File: src/design/sjtcw_pkg.sv
package sjtcw_pkg;

  localparam logic [1:0] OP_BYTE  = 2'd0;
  localparam logic [1:0] OP_SET   = 2'd1;
  localparam logic [1:0] OP_READ  = 2'd2;
  localparam logic [1:0] OP_CLEAR = 2'd3;

  localparam logic [15:0] SPACE_CODE    = 16'h0020;
  localparam logic [15:0] QUESTION_CODE = 16'h003f;
  localparam logic [15:0] SECOND_HALF   = 16'h8000;
  localparam logic [7:0]  CH_LF = 8'h0a;
  localparam logic [7:0]  CH_CR = 8'h0d;
  localparam logic [7:0]  CH_BS = 8'h08;

  typedef struct packed {
    logic latch;
    logic plan;
    logic load_q;
    logic load_main;
    logic col0;
    logic bs;
    logic write1;
    logic write2;
    logic newline;
    logic cnt_clr;
    logic cnt_lastrow;
    logic scroll_rd;
    logic fill;
    logic setcur;
    logic rd_cell;
    logic drop_lead;
    logic out_load;
  } cmd_t;

  typedef struct packed {
    logic [1:0] op;
    logic pre_q;
    logic main_act;
    logic emit_lf;
    logic emit_cr;
    logic emit_bs;
    logic emit_pair;
    logic col_zero;
    logic wrap;
    logic row_last;
    logic cnt_copy_last;
    logic cnt_fill_last;
    logic out_free;
  } sts_t;

  function automatic logic is_lead(input logic [7:0] b);
    return (b >= 8'h81 && b <= 8'h9f) || (b >= 8'he0 && b <= 8'hef);
  endfunction

  function automatic logic is_trail(input logic [7:0] b);
    return b >= 8'h40 && b <= 8'hfc && b != 8'h7f;
  endfunction

  function automatic logic [15:0] jis_code(input logic [7:0] lead, input logic [7:0] trail);
    logic [7:0] jrow;
    logic [7:0] t;
    jrow = (lead <= 8'h9f) ? 8'((lead - 8'h71) << 1) + 8'd1 : 8'((lead - 8'hb1) << 1) + 8'd1;
    t = trail;
    if (t > 8'h7f) t = t - 8'd1;
    if (t >= 8'h9e) begin
      t = t - 8'h7d;
      jrow = jrow + 8'd1;
    end else begin
      t = t - 8'h1f;
    end
    return {t, 8'(jrow - 8'h20)};
  endfunction

endpackage

File: src/design/sjtcw_ctrl.sv
module sjtcw_ctrl
  import sjtcw_pkg::*;
#(
  parameter int SCREEN_COLUMNS = 80,
  parameter int SCREEN_ROWS = 25
) (
  input  logic clk,
  input  logic rst,
  input  logic terminal_mode,
  input  logic in_valid,
  output logic in_ready,
  input  sts_t sts,
  output cmd_t cmd
);

  localparam int COPY_N = (SCREEN_ROWS - 1) * SCREEN_COLUMNS;

  localparam logic [3:0] S_INIT   = 4'd0;
  localparam logic [3:0] S_IDLE   = 4'd1;
  localparam logic [3:0] S_DISP   = 4'd2;
  localparam logic [3:0] S_STEP0  = 4'd3;
  localparam logic [3:0] S_STEP1  = 4'd4;
  localparam logic [3:0] S_EMIT   = 4'd5;
  localparam logic [3:0] S_EMIT2  = 4'd6;
  localparam logic [3:0] S_SCROLL = 4'd7;
  localparam logic [3:0] S_DRAIN  = 4'd8;
  localparam logic [3:0] S_FILL   = 4'd9;
  localparam logic [3:0] S_READ   = 4'd10;
  localparam logic [3:0] S_CLEAR  = 4'd11;
  localparam logic [3:0] S_DONE   = 4'd12;

  logic [3:0] state, state_next;
  logic second, second_next;
  logic ret_emit, ret_emit_next;
  logic [3:0] finish_state;
  logic [3:0] after_nl;

  assign in_ready = (state == S_IDLE);
  assign finish_state = second ? S_STEP1 : S_DONE;

  always_ff @(posedge clk) begin
    if (rst) begin
      state <= S_INIT;
      second <= 1'b0;
      ret_emit <= 1'b0;
    end else begin
      state <= state_next;
      second <= second_next;
      ret_emit <= ret_emit_next;
    end
  end

  always_comb begin
    cmd = '0;
    state_next = state;
    second_next = second;
    ret_emit_next = ret_emit;
    after_nl = finish_state;
    unique case (state)
      S_INIT: begin
        cmd.fill = 1'b1;
        if (sts.cnt_fill_last) state_next = S_IDLE;
      end
      S_IDLE: begin
        if (in_valid) begin
          cmd.latch = 1'b1;
          state_next = S_DISP;
        end
      end
      S_DISP: begin
        case (sts.op)
          OP_BYTE: begin
            cmd.plan = 1'b1;
            state_next = S_STEP0;
          end
          OP_SET: begin
            cmd.setcur = 1'b1;
            state_next = S_DONE;
          end
          OP_READ: begin
            cmd.rd_cell = 1'b1;
            state_next = S_READ;
          end
          default: begin
            cmd.cnt_clr = 1'b1;
            cmd.drop_lead = 1'b1;
            state_next = S_CLEAR;
          end
        endcase
      end
      S_STEP0: begin
        if (sts.pre_q) begin
          cmd.load_q = 1'b1;
          second_next = 1'b1;
          state_next = S_EMIT;
        end else begin
          state_next = S_STEP1;
        end
      end
      S_STEP1: begin
        second_next = 1'b0;
        if (sts.main_act) begin
          cmd.load_main = 1'b1;
          state_next = S_EMIT;
        end else begin
          state_next = S_DONE;
        end
      end
      S_EMIT: begin
        if (sts.emit_cr) begin
          cmd.col0 = 1'b1;
          state_next = finish_state;
        end else if (sts.emit_bs) begin
          cmd.bs = !sts.col_zero;
          state_next = finish_state;
        end else if (sts.emit_lf || sts.wrap) begin
          cmd.newline = 1'b1;
          ret_emit_next = !sts.emit_lf;
          after_nl = sts.emit_lf ? finish_state : S_EMIT;
          if (sts.row_last && terminal_mode) begin
            if (COPY_N == 0) begin
              cmd.cnt_lastrow = 1'b1;
              state_next = S_FILL;
            end else begin
              cmd.cnt_clr = 1'b1;
              state_next = S_SCROLL;
            end
          end else begin
            state_next = after_nl;
          end
        end else begin
          cmd.write1 = 1'b1;
          state_next = sts.emit_pair ? S_EMIT2 : finish_state;
        end
      end
      S_EMIT2: begin
        cmd.write2 = 1'b1;
        state_next = finish_state;
      end
      S_SCROLL: begin
        cmd.scroll_rd = 1'b1;
        if (sts.cnt_copy_last) state_next = S_DRAIN;
      end
      S_DRAIN: begin
        cmd.cnt_lastrow = 1'b1;
        state_next = S_FILL;
      end
      S_FILL: begin
        cmd.fill = 1'b1;
        if (sts.cnt_fill_last) state_next = ret_emit ? S_EMIT : finish_state;
      end
      S_READ: begin
        state_next = S_DONE;
      end
      S_CLEAR: begin
        cmd.fill = 1'b1;
        if (sts.cnt_fill_last) state_next = S_DONE;
      end
      S_DONE: begin
        if (sts.out_free) begin
          cmd.out_load = 1'b1;
          state_next = S_IDLE;
        end
      end
      default: state_next = S_IDLE;
    endcase
  end

endmodule

File: config.mk
export PLATFORM = sky130hd
export DESIGN_NAME = sjtcw_ctrl
export DESIGN_NICKNAME = d
export VERILOG_FILES = /design/src/design/sjtcw_pkg.sv /design/src/design/sjtcw_ctrl.sv
export SDC_FILE = /design/constraint.sdc
export NUM_CORES = 1
export LEC_CHECK = 0
export CORE_MARGIN = 2
export CORE_UTILIZATION = 41
export CTS_BUF_LIST = sky130_fd_sc_hd__clkbuf_2 sky130_fd_sc_hd__clkbuf_4 sky130_fd_sc_hd__clkbuf_8
export DETAILED_ROUTE_END_ITERATION = 8
export DONT_BUFFER_PORTS = 1
export SYNTH_ARGS = -nofsm -noshare
export SYNTH_HDL_FRONTEND = slang
export SYNTH_SLANG_ARGS = --single-unit
File: constraint.sdc
create_clock -name clk -period 1.53 [get_ports clk]
set_input_delay 0.2295 -clock clk [delete_from_list [all_inputs] [get_ports clk]]
set_output_delay 0.2295 -clock clk [all_outputs]
set_load 0.05 [all_outputs]
==> impl_metrics.tcl, run 1 <==
set metrics [dict create \
    postGrtWorstEndpoint "cmd[7]" \
    gp_congestion 0.816 \
    cts.sinks 6 \
    root_buffer "clkbuf_4" \
    synth_fp_nets 135 \
    grt_max_degree 11 \
    synth_top_area_cell "dfxtp_1" \
    stop_error "[ERROR DPL-0033] detailed placement checks failed during check placement." \
    netlist_area_um2 796 \
    status "stopped before the end" \
    synth.area.top_cells "dfxtp_1 15%, ha_1 7.9%, nor3_1 7.5%" \
    place_area_um2 1300 \
    synth_edf_count 0 \
    ys_ff_latch 6 \
    postCtsHoldBufs 0 \
    synth_cells 112 \
    synth_top_area_share_pct 15.1 \
    synth.avg_cell_area_um2 7.11 \
    yosysMostFrequentCell "nor2_1" \
    dpl.cell_count 167 \
    numCtsBuffers 3 \
    htree_levels 1 \
    synth.distinct_cells 43 \
    synth_commonest_cells "14 x nor2_1, 12 x nor3_1, 7 x nand2_1" \
    ys_seq_area_share_pct 15.1 \
    synth_warnings 0 \
    cts_max_path_buffers 2 \
    fp.dieH_um 48.1 \
    initial_core_util_pct 44.6 \
    antenna_found_initial 0 \
    ys.flop_type "dfxtp_1" \
    row_count 15 \
    lastStage "global routing (5_1_grt)" \
    synthArstFlopShare_pct 0 \
    die_w_um 48.1 \
    endpoint_type "primary output" \
    io_pins 36 \
    portBuffers 0 \
    hpwlAfterDp_um 1920 \
]
[through the flow]
step	hold slack (ns)	setup WS [ns]
2_1_floorplan	0.291	-0.278
3_5_place_dp	0.295	-0.111
3_3_place_gp	0.294	-0.0533
4_1_cts	0.0352	-0.287
[kinds of logic after synthesis]
logic type	synth area share, %
muxes	1.41
buffers and inverters	8.33
adders and majority gates	7.86
AOI/OAI and AO/OA	23.1
DFF	15.1
and+or+nand+nor	44.2
[repair_timing]
item / CTS
pin swaps: 15
resized for setup: 33
gates cloned: 0
setup buffers: 12
endpoints found under the setup margin: 21
==> run 2: changes to the inputs <==
==> config.mk (replaced) <==
export PLATFORM = sky130hd
export DESIGN_NAME = sjtcw_ctrl
export DESIGN_NICKNAME = d
export VERILOG_FILES = /design/src/design/sjtcw_pkg.sv /design/src/design/sjtcw_ctrl.sv
export SDC_FILE = /design/constraint.sdc
export NUM_CORES = 1
export LEC_CHECK = 0
export CORE_AREA = 2 2 63 65
export DETAILED_ROUTE_END_ITERATION = 8
export DIE_AREA = 0 0 65 67
export DONT_BUFFER_PORTS = 1
export PLACE_DENSITY_LB_ADDON = 0.15
export SYNTH_ARGS = -nofsm -noshare
export SYNTH_HDL_FRONTEND = slang
export SYNTH_SLANG_ARGS = --single-unit
==> constraint.sdc (replaced) <==
create_clock -name clk -period 2 [get_ports clk]
set_input_delay 0.3 -clock clk [delete_from_list [all_inputs] [get_ports clk]]
set_output_delay 0.3 -clock clk [all_outputs]
set_load 0.05 [all_outputs]
==> run 2 against run 1 <==
Compared with the run above:
- synthesized area unchanged
- the run now ends clean
- synthesized cell count unchanged
==> impl_metrics.tcl, run 2 <==
set metrics [dict create \
    numCtsBuffers 3 \
    synth_edf_count 0 \
    final.setup_skew_ns 0.00111 \
    reg2reg_depth 6 \
    maxCapViolations 0 \
    setup_tns_ns 0 \
    area_growth_pct 48.3 \
    synth_warnings 0 \
    ys.flop_type "dfxtp_1" \
    insertion_delay_ns 0.22 \
    fin_area_um2 1180 \
    die_w_um 65 \
    hpwlAfterDp_um 1940 \
    gp_congestion 0.821 \
    worst-setup-path-type "reg2out" \
    vdd.ir_drop.worst_uv 345 \
    place_area_um2 1120 \
    endpoint_kind "output pin" \
    synth.area.top_cells "dfxtp_1 15%, ha_1 7.9%, nor3_1 7.5%" \
    ys_seq_area_share_pct 15.1 \
    hold_start "rst" \
    period_share_pct 94.7 \
    n_antenna_cell 0 \
    initial_core_util_pct 22.1 \
    hold_path_class "in2reg" \
    holdPathEnd "state[0]" \
    ys_ff_latch 6 \
    finalSetupViolations 0 \
    synth_cells 112 \
    synthArstFlopShare_pct 0 \
    crit_family "simple AND/OR/NAND/NOR gates" \
    grt_pass1_wl_um 3730 \
    reg2reg_from "state[3]" \
    leakagePower_nw 0.481 \
    synth_fp_nets 135 \
    final_common_cell "buf_4" \
    synth_top_area_share_pct 15.1 \
    path_clk_slew_ns 0.03 \
    die-area_um2 4360 \
    num_vias 898 \
    maxSlewHeadroom_pct 74.1 \
    period_needed_ns 1.89 \
    fmax_mhz 528 \
    whs_ns 0.148 \
    post_cts_buffers 0 \
    synth.distinct_cells 43 \
    worst_slew_pin_slew_ns 0.378 \
    cts.sinks 6 \
    setup.worst_path.start "state[3]" \
    cp_max_fo 4 \
    layout_common_cells "20 x buf_4, 14 x nor2_1, 7 x nand2_1, 7 x nor3_1" \
    worstPathArrival_ns 1.59 \
    status "finished clean" \
    drc 0 \
    row_count 22 \
    synth_commonest_cells "14 x nor2_1, 12 x nor3_1, 7 x nand2_1" \
    grt_pass1_vias 851 \
    cp_cell_sequence "nand4bb_1 -> or3_4 -> nor2_4 -> a31o_2 -> buf_12" \
    required_ns 1.70 \
    portBuffers 0 \
    htree_levels 1 \
    antenna_found_initial 0 \
    gr-total-overflow 0 \
    start_kind "flip-flop" \
    root_buffer "clkbuf_8" \
    synth.avg_cell_area_um2 7.11 \
    fin_nets 158 \
    rsz0062_at_grt "false" \
    yosysMostFrequentCell "nor2_1" \
    largest_reg_flops 4 \
    drive_gt1_share_pct 33.8 \
    core_area_um2 3610 \
    wl_per_cell_um 13.1 \
    fp.dieH_um 67 \
    firstDrtPassIters 4 \
    regToRegSetupSlack_ns 0.18 \
    drt-total-wl_um 2370 \
    r2r_end "state[0]" \
    critical_path.max_stage_delay_ns 0.40 \
    holdPathStages 1 \
    cts_max_path_buffers 2 \
    grtUsageTotal_pct 10.8 \
    power_density_nw_per_um2 486 \
    report.final.slew_viol_count 0 \
    drt_iter0_markers 34 \
    grt_max_degree 21 \
    netlist_area_um2 796 \
    crit_slowest_cell "or3_4" \
    synth_top_area_cell "dfxtp_1" \
    final_hold_viol_count 0 \
    cts_tree "built" \
    top_register "state" \
    postRouteAntennaNets 0 \
    avgViaCountPerCell 4.96 \
    largest_registers "state (4), ret_emit (1), second (1)" \
    io_pins 36 \
    crit_buf_inv 1 \
]
[run 2: cell counts after synthesis]
No cell type changed its count.
[run 2: logic make-up after synthesis]
| logic type | share of synthesized area (%) |
|---|---|
| flops | 15.1 |
| compound gates | 23.1 |
| fa+ha+maj | 7.86 |
| simple gates | 44.2 |
| mux | 1.41 |
| buf+inv | 8.33 |
[run 2: worst register-to-register path, stage by stage, from the launching register on]
cell     delay [ns]
dfxtp_1        0.33
buf_4          0.23
or3b_4         0.42
o32a_1         0.23
a21oi_1        0.29
and2b_1        0.18
nor3_2         0.04
[run 2: worst max-delay path by stage]
stage,endpoint,depth (start not counted),slack (ns)
2_1_floorplan,cmd[16],5,-0.25
3_3_place_gp,state[1],6,0.22
3_5_place_dp,state[0],6,0.20
5_1_grt,cmd[13],5,0.03
4_1_cts,cmd[7],5,0.03
6_report,cmd[7],5,0.11
[run 2: through the flow]
step / std cells / util, % / total power [mW] / worst slack [ns]
2_1_floorplan: 112 / - / 0.327 / -0.252
6_report: 181 / 32.7 / 0.573 / 0.105
4_1_cts: 181 / 32.4 / 0.583 / 0.0331
5_1_grt: 181 / 32.7 / 0.612 / 0.0332
3_5_place_dp: 178 / 31.2 / 0.399 / 0.202
3_3_place_gp: 178 / 31.2 / 0.397 / 0.216
[run 2: power breakdown]
part / internal, mW / switching, mW
sequential: 0.127 / 0.00438
combinational: 0.107 / 0.159
clock: 0.129 / 0.0472
[run 2: timing repair]
item / in CTS / in global routing
hold buffers: 0 / 0
endpoints found under the setup margin: 1 / 1
hold endpoints to repair: 0 / 0
resized for setup: 1 / 2
[run 2: final cells by class]
class | count | area (um^2)
clock buffers | 3 | 41.3
fillers | 390 | 2430
inverters | 6 | 22.5
multi-input cells | 92 | 666
flip-flops and latches | 6 | 120
well taps | 48 | 60.1
repair buffers | 26 | 270
[run 2: per-layer routing]
metal,vias up,share of wire [%],track usage (%),routed length [um]
li1,453,-,-,-
met1,406,47,13.0,1110
met2,39,44,18.9,1050
met3,0,8.7,3.21,205
met4,0,0,2.39,0
met5,-,0,0,0
(Power assumes the default switching activity.)
==> run 3: changes to the inputs <==
--- a/config.mk
+++ b/config.mk
@@ -5,6 +5,8 @@
 export SDC_FILE = /design/constraint.sdc
 export NUM_CORES = 1
 export LEC_CHECK = 0
+export CELL_PAD_IN_SITES_DETAIL_PLACEMENT = 0
+export CELL_PAD_IN_SITES_GLOBAL_PLACEMENT = 1
 export CORE_AREA = 2 2 63 65
 export DETAILED_ROUTE_END_ITERATION = 8
 export DIE_AREA = 0 0 65 67
==> run 3 against run 2 <==
Compared with the run above:
- first-iteration DRC count up 110%
- worst hold slack worse by 0.0029 ns
- clock skew up 0.00098 ns
- utilization up 0.14 points
- largest cell class unchanged
- critical path depth unchanged
- final cell count down 0.55%
- via count down 4.0%
- fmax down 1.1%
- power up 0.83%
==> impl_metrics.tcl, run 3 (synthesis gave the netlist of run 2 again) <==
set metrics [dict create \
    status "finished clean" \
    firstDrtPassIters 3 \
    core_area_um2 3610 \
    drive_gt1_share_pct 33.3 \
    switchingPower_mw 0.216 \
    intPower_mw 0.362 \
    numCtsBuffers 3 \
    grtUsageTotal_pct 11.7 \
    largest_reg_flops 4 \
    grt_max_degree 21 \
    die-area_um2 4360 \
    drt-total-wl_um 2420 \
    hold_path_class "in2reg" \
    worstPathArrival_ns 1.62 \
    largest_registers "state (4), ret_emit (1), second (1)" \
    layout_common_cells "18 x buf_4, 14 x nor2_1, 7 x nand2_1, 7 x nor3_1, 7 x buf_12" \
    io_pins 36 \
    start_kind "flip-flop" \
    final_cells 180 \
    switching_share_pct 37.4 \
    root_buffer "clkbuf_8" \
    wl_per_cell_um 13.4 \
    cts_max_path_buffers 2 \
    pre_cts_slack_ns 0.219 \
    required_ns 1.70 \
    comb_power_share_pct 45.4 \
    cts_tree "built" \
    leakagePower_nw 0.479 \
    die_w_um 65 \
    maxCapViolations 0 \
    postCtsHoldBufs 0 \
    path_clk_slew_ns 0.04 \
    setup_tns_ns 0 \
    fin_area_um2 1180 \
    maxSlewHeadroom_pct 70.0 \
    postRouteAntennaNets 0 \
    initial_core_util_pct 22.1 \
    row_count 22 \
    setup_slack_ns 0.0844 \
    cp_cell_sequence "nand4bb_1 -> or3_4 -> nor2_4 -> a31o_2 -> buf_12" \
    seqPwrFrac_pct 23.3 \
    critical_path.max_stage_delay_ns 0.39 \
    fin_nets 157 \
    finalSetupViolations 0 \
    grt_pass1_vias 836 \
    vdd.ir_drop.worst_uv 176 \
    drt_iter0_markers 71 \
    final_common_cell "buf_4" \
    endpoint_kind "output pin" \
    drc 0 \
    gp_congestion 0.796 \
    crit_buf_inv 1 \
    fin_util_pct 32.9 \
    period_needed_ns 1.92 \
    hpwlAfterDp_um 1970 \
    n_antenna_cell 0 \
    final_hold_viol_count 0 \
    dpl.cell_count 177 \
    post_cts_buffers 0 \
    htree_levels 1 \
    fp.dieH_um 67 \
    report.final.slew_viol_count 0 \
    antenna_found_initial 0 \
    insertion_delay_ns 0.22 \
    worst_slew_pin_slew_ns 0.439 \
    gr-total-overflow 0 \
    fmax_mhz 522 \
    cp_max_fo 5 \
    rsz0062_at_grt "false" \
    num_vias 862 \
    avgViaCountPerCell 4.79 \
    place_area_um2 1130 \
    worst-setup-path-type "reg2out" \
    cts.sinks 6 \
    period_share_pct 95.8 \
    crit_slowest_cell "or3_4" \
    top_register "state" \
    p_clk_share_pct 31.3 \
    area_growth_pct 48.9 \
    crit_family "simple AND/OR/NAND/NOR gates" \
    portBuffers 0 \
    final.setup_skew_ns 0.00209 \
    finalPower_mw 0.578 \
    power_density_nw_per_um2 488 \
    whs_ns 0.145 \
    grt_pass1_wl_um 4050 \
]
[run 3: changes by cell type in the layout (fill, tap and decap cells not counted), sizes merged]
cell,change
buf,-1
[run 3: path summary, 6_finish.rpt]
| path | from | end | slack [ns] | cells past startpoint |
|---|---|---|---|---|
| worst max-delay path | state[3] | cmd[7] | 0.08 | 5 |
| worst min-delay path | rst | state[0] | 0.14 | 1 |
| worst min register to register | second | second | 0.51 | 2 |
| worst max register to register | state[0] | state[0] | 0.20 | 6 |
[run 3: layout make-up]
type                            instances  area (um^2)
Fill cell                             378         2420
Multi-Input combinational cell         92          666
Timing Repair Buffer                   25          275
Sequential cell                         6          120
Tap cell                               48         60.1
Clock buffer                            3         41.3
Inverter                                6         22.5
[run 3: what timing repair did]
item | 4_1_cts | 5_1_grt
resized for setup | 0 | 3
endpoints found under the setup margin | 0 | 3
endpoints found under the hold margin | 0 | 0
[run 3: power by group through the flow]
stage                     combinational, mW  clock (mW)  sequential (mW)
after floorplan                       0.194           0            0.133
after global placement                0.260           0            0.136
after detailed placement              0.261           0            0.136
after CTS                             0.262       0.186            0.135
after global routing                  0.286       0.192            0.135
final                                 0.262       0.181            0.134
[run 3: per-layer routing]
layer  vias to the layer above  part of all wire [%]  global-route usage, %  wire length [um]
met5                         -                     0                      0                 0
met4                         0                  0.74                   2.39                18
met3                         2                   6.8                   2.20               164
met2                        29                    43                   17.9              1050
met1                       383                    49                   17.0              1190
li1                        448                     -                      -                 -
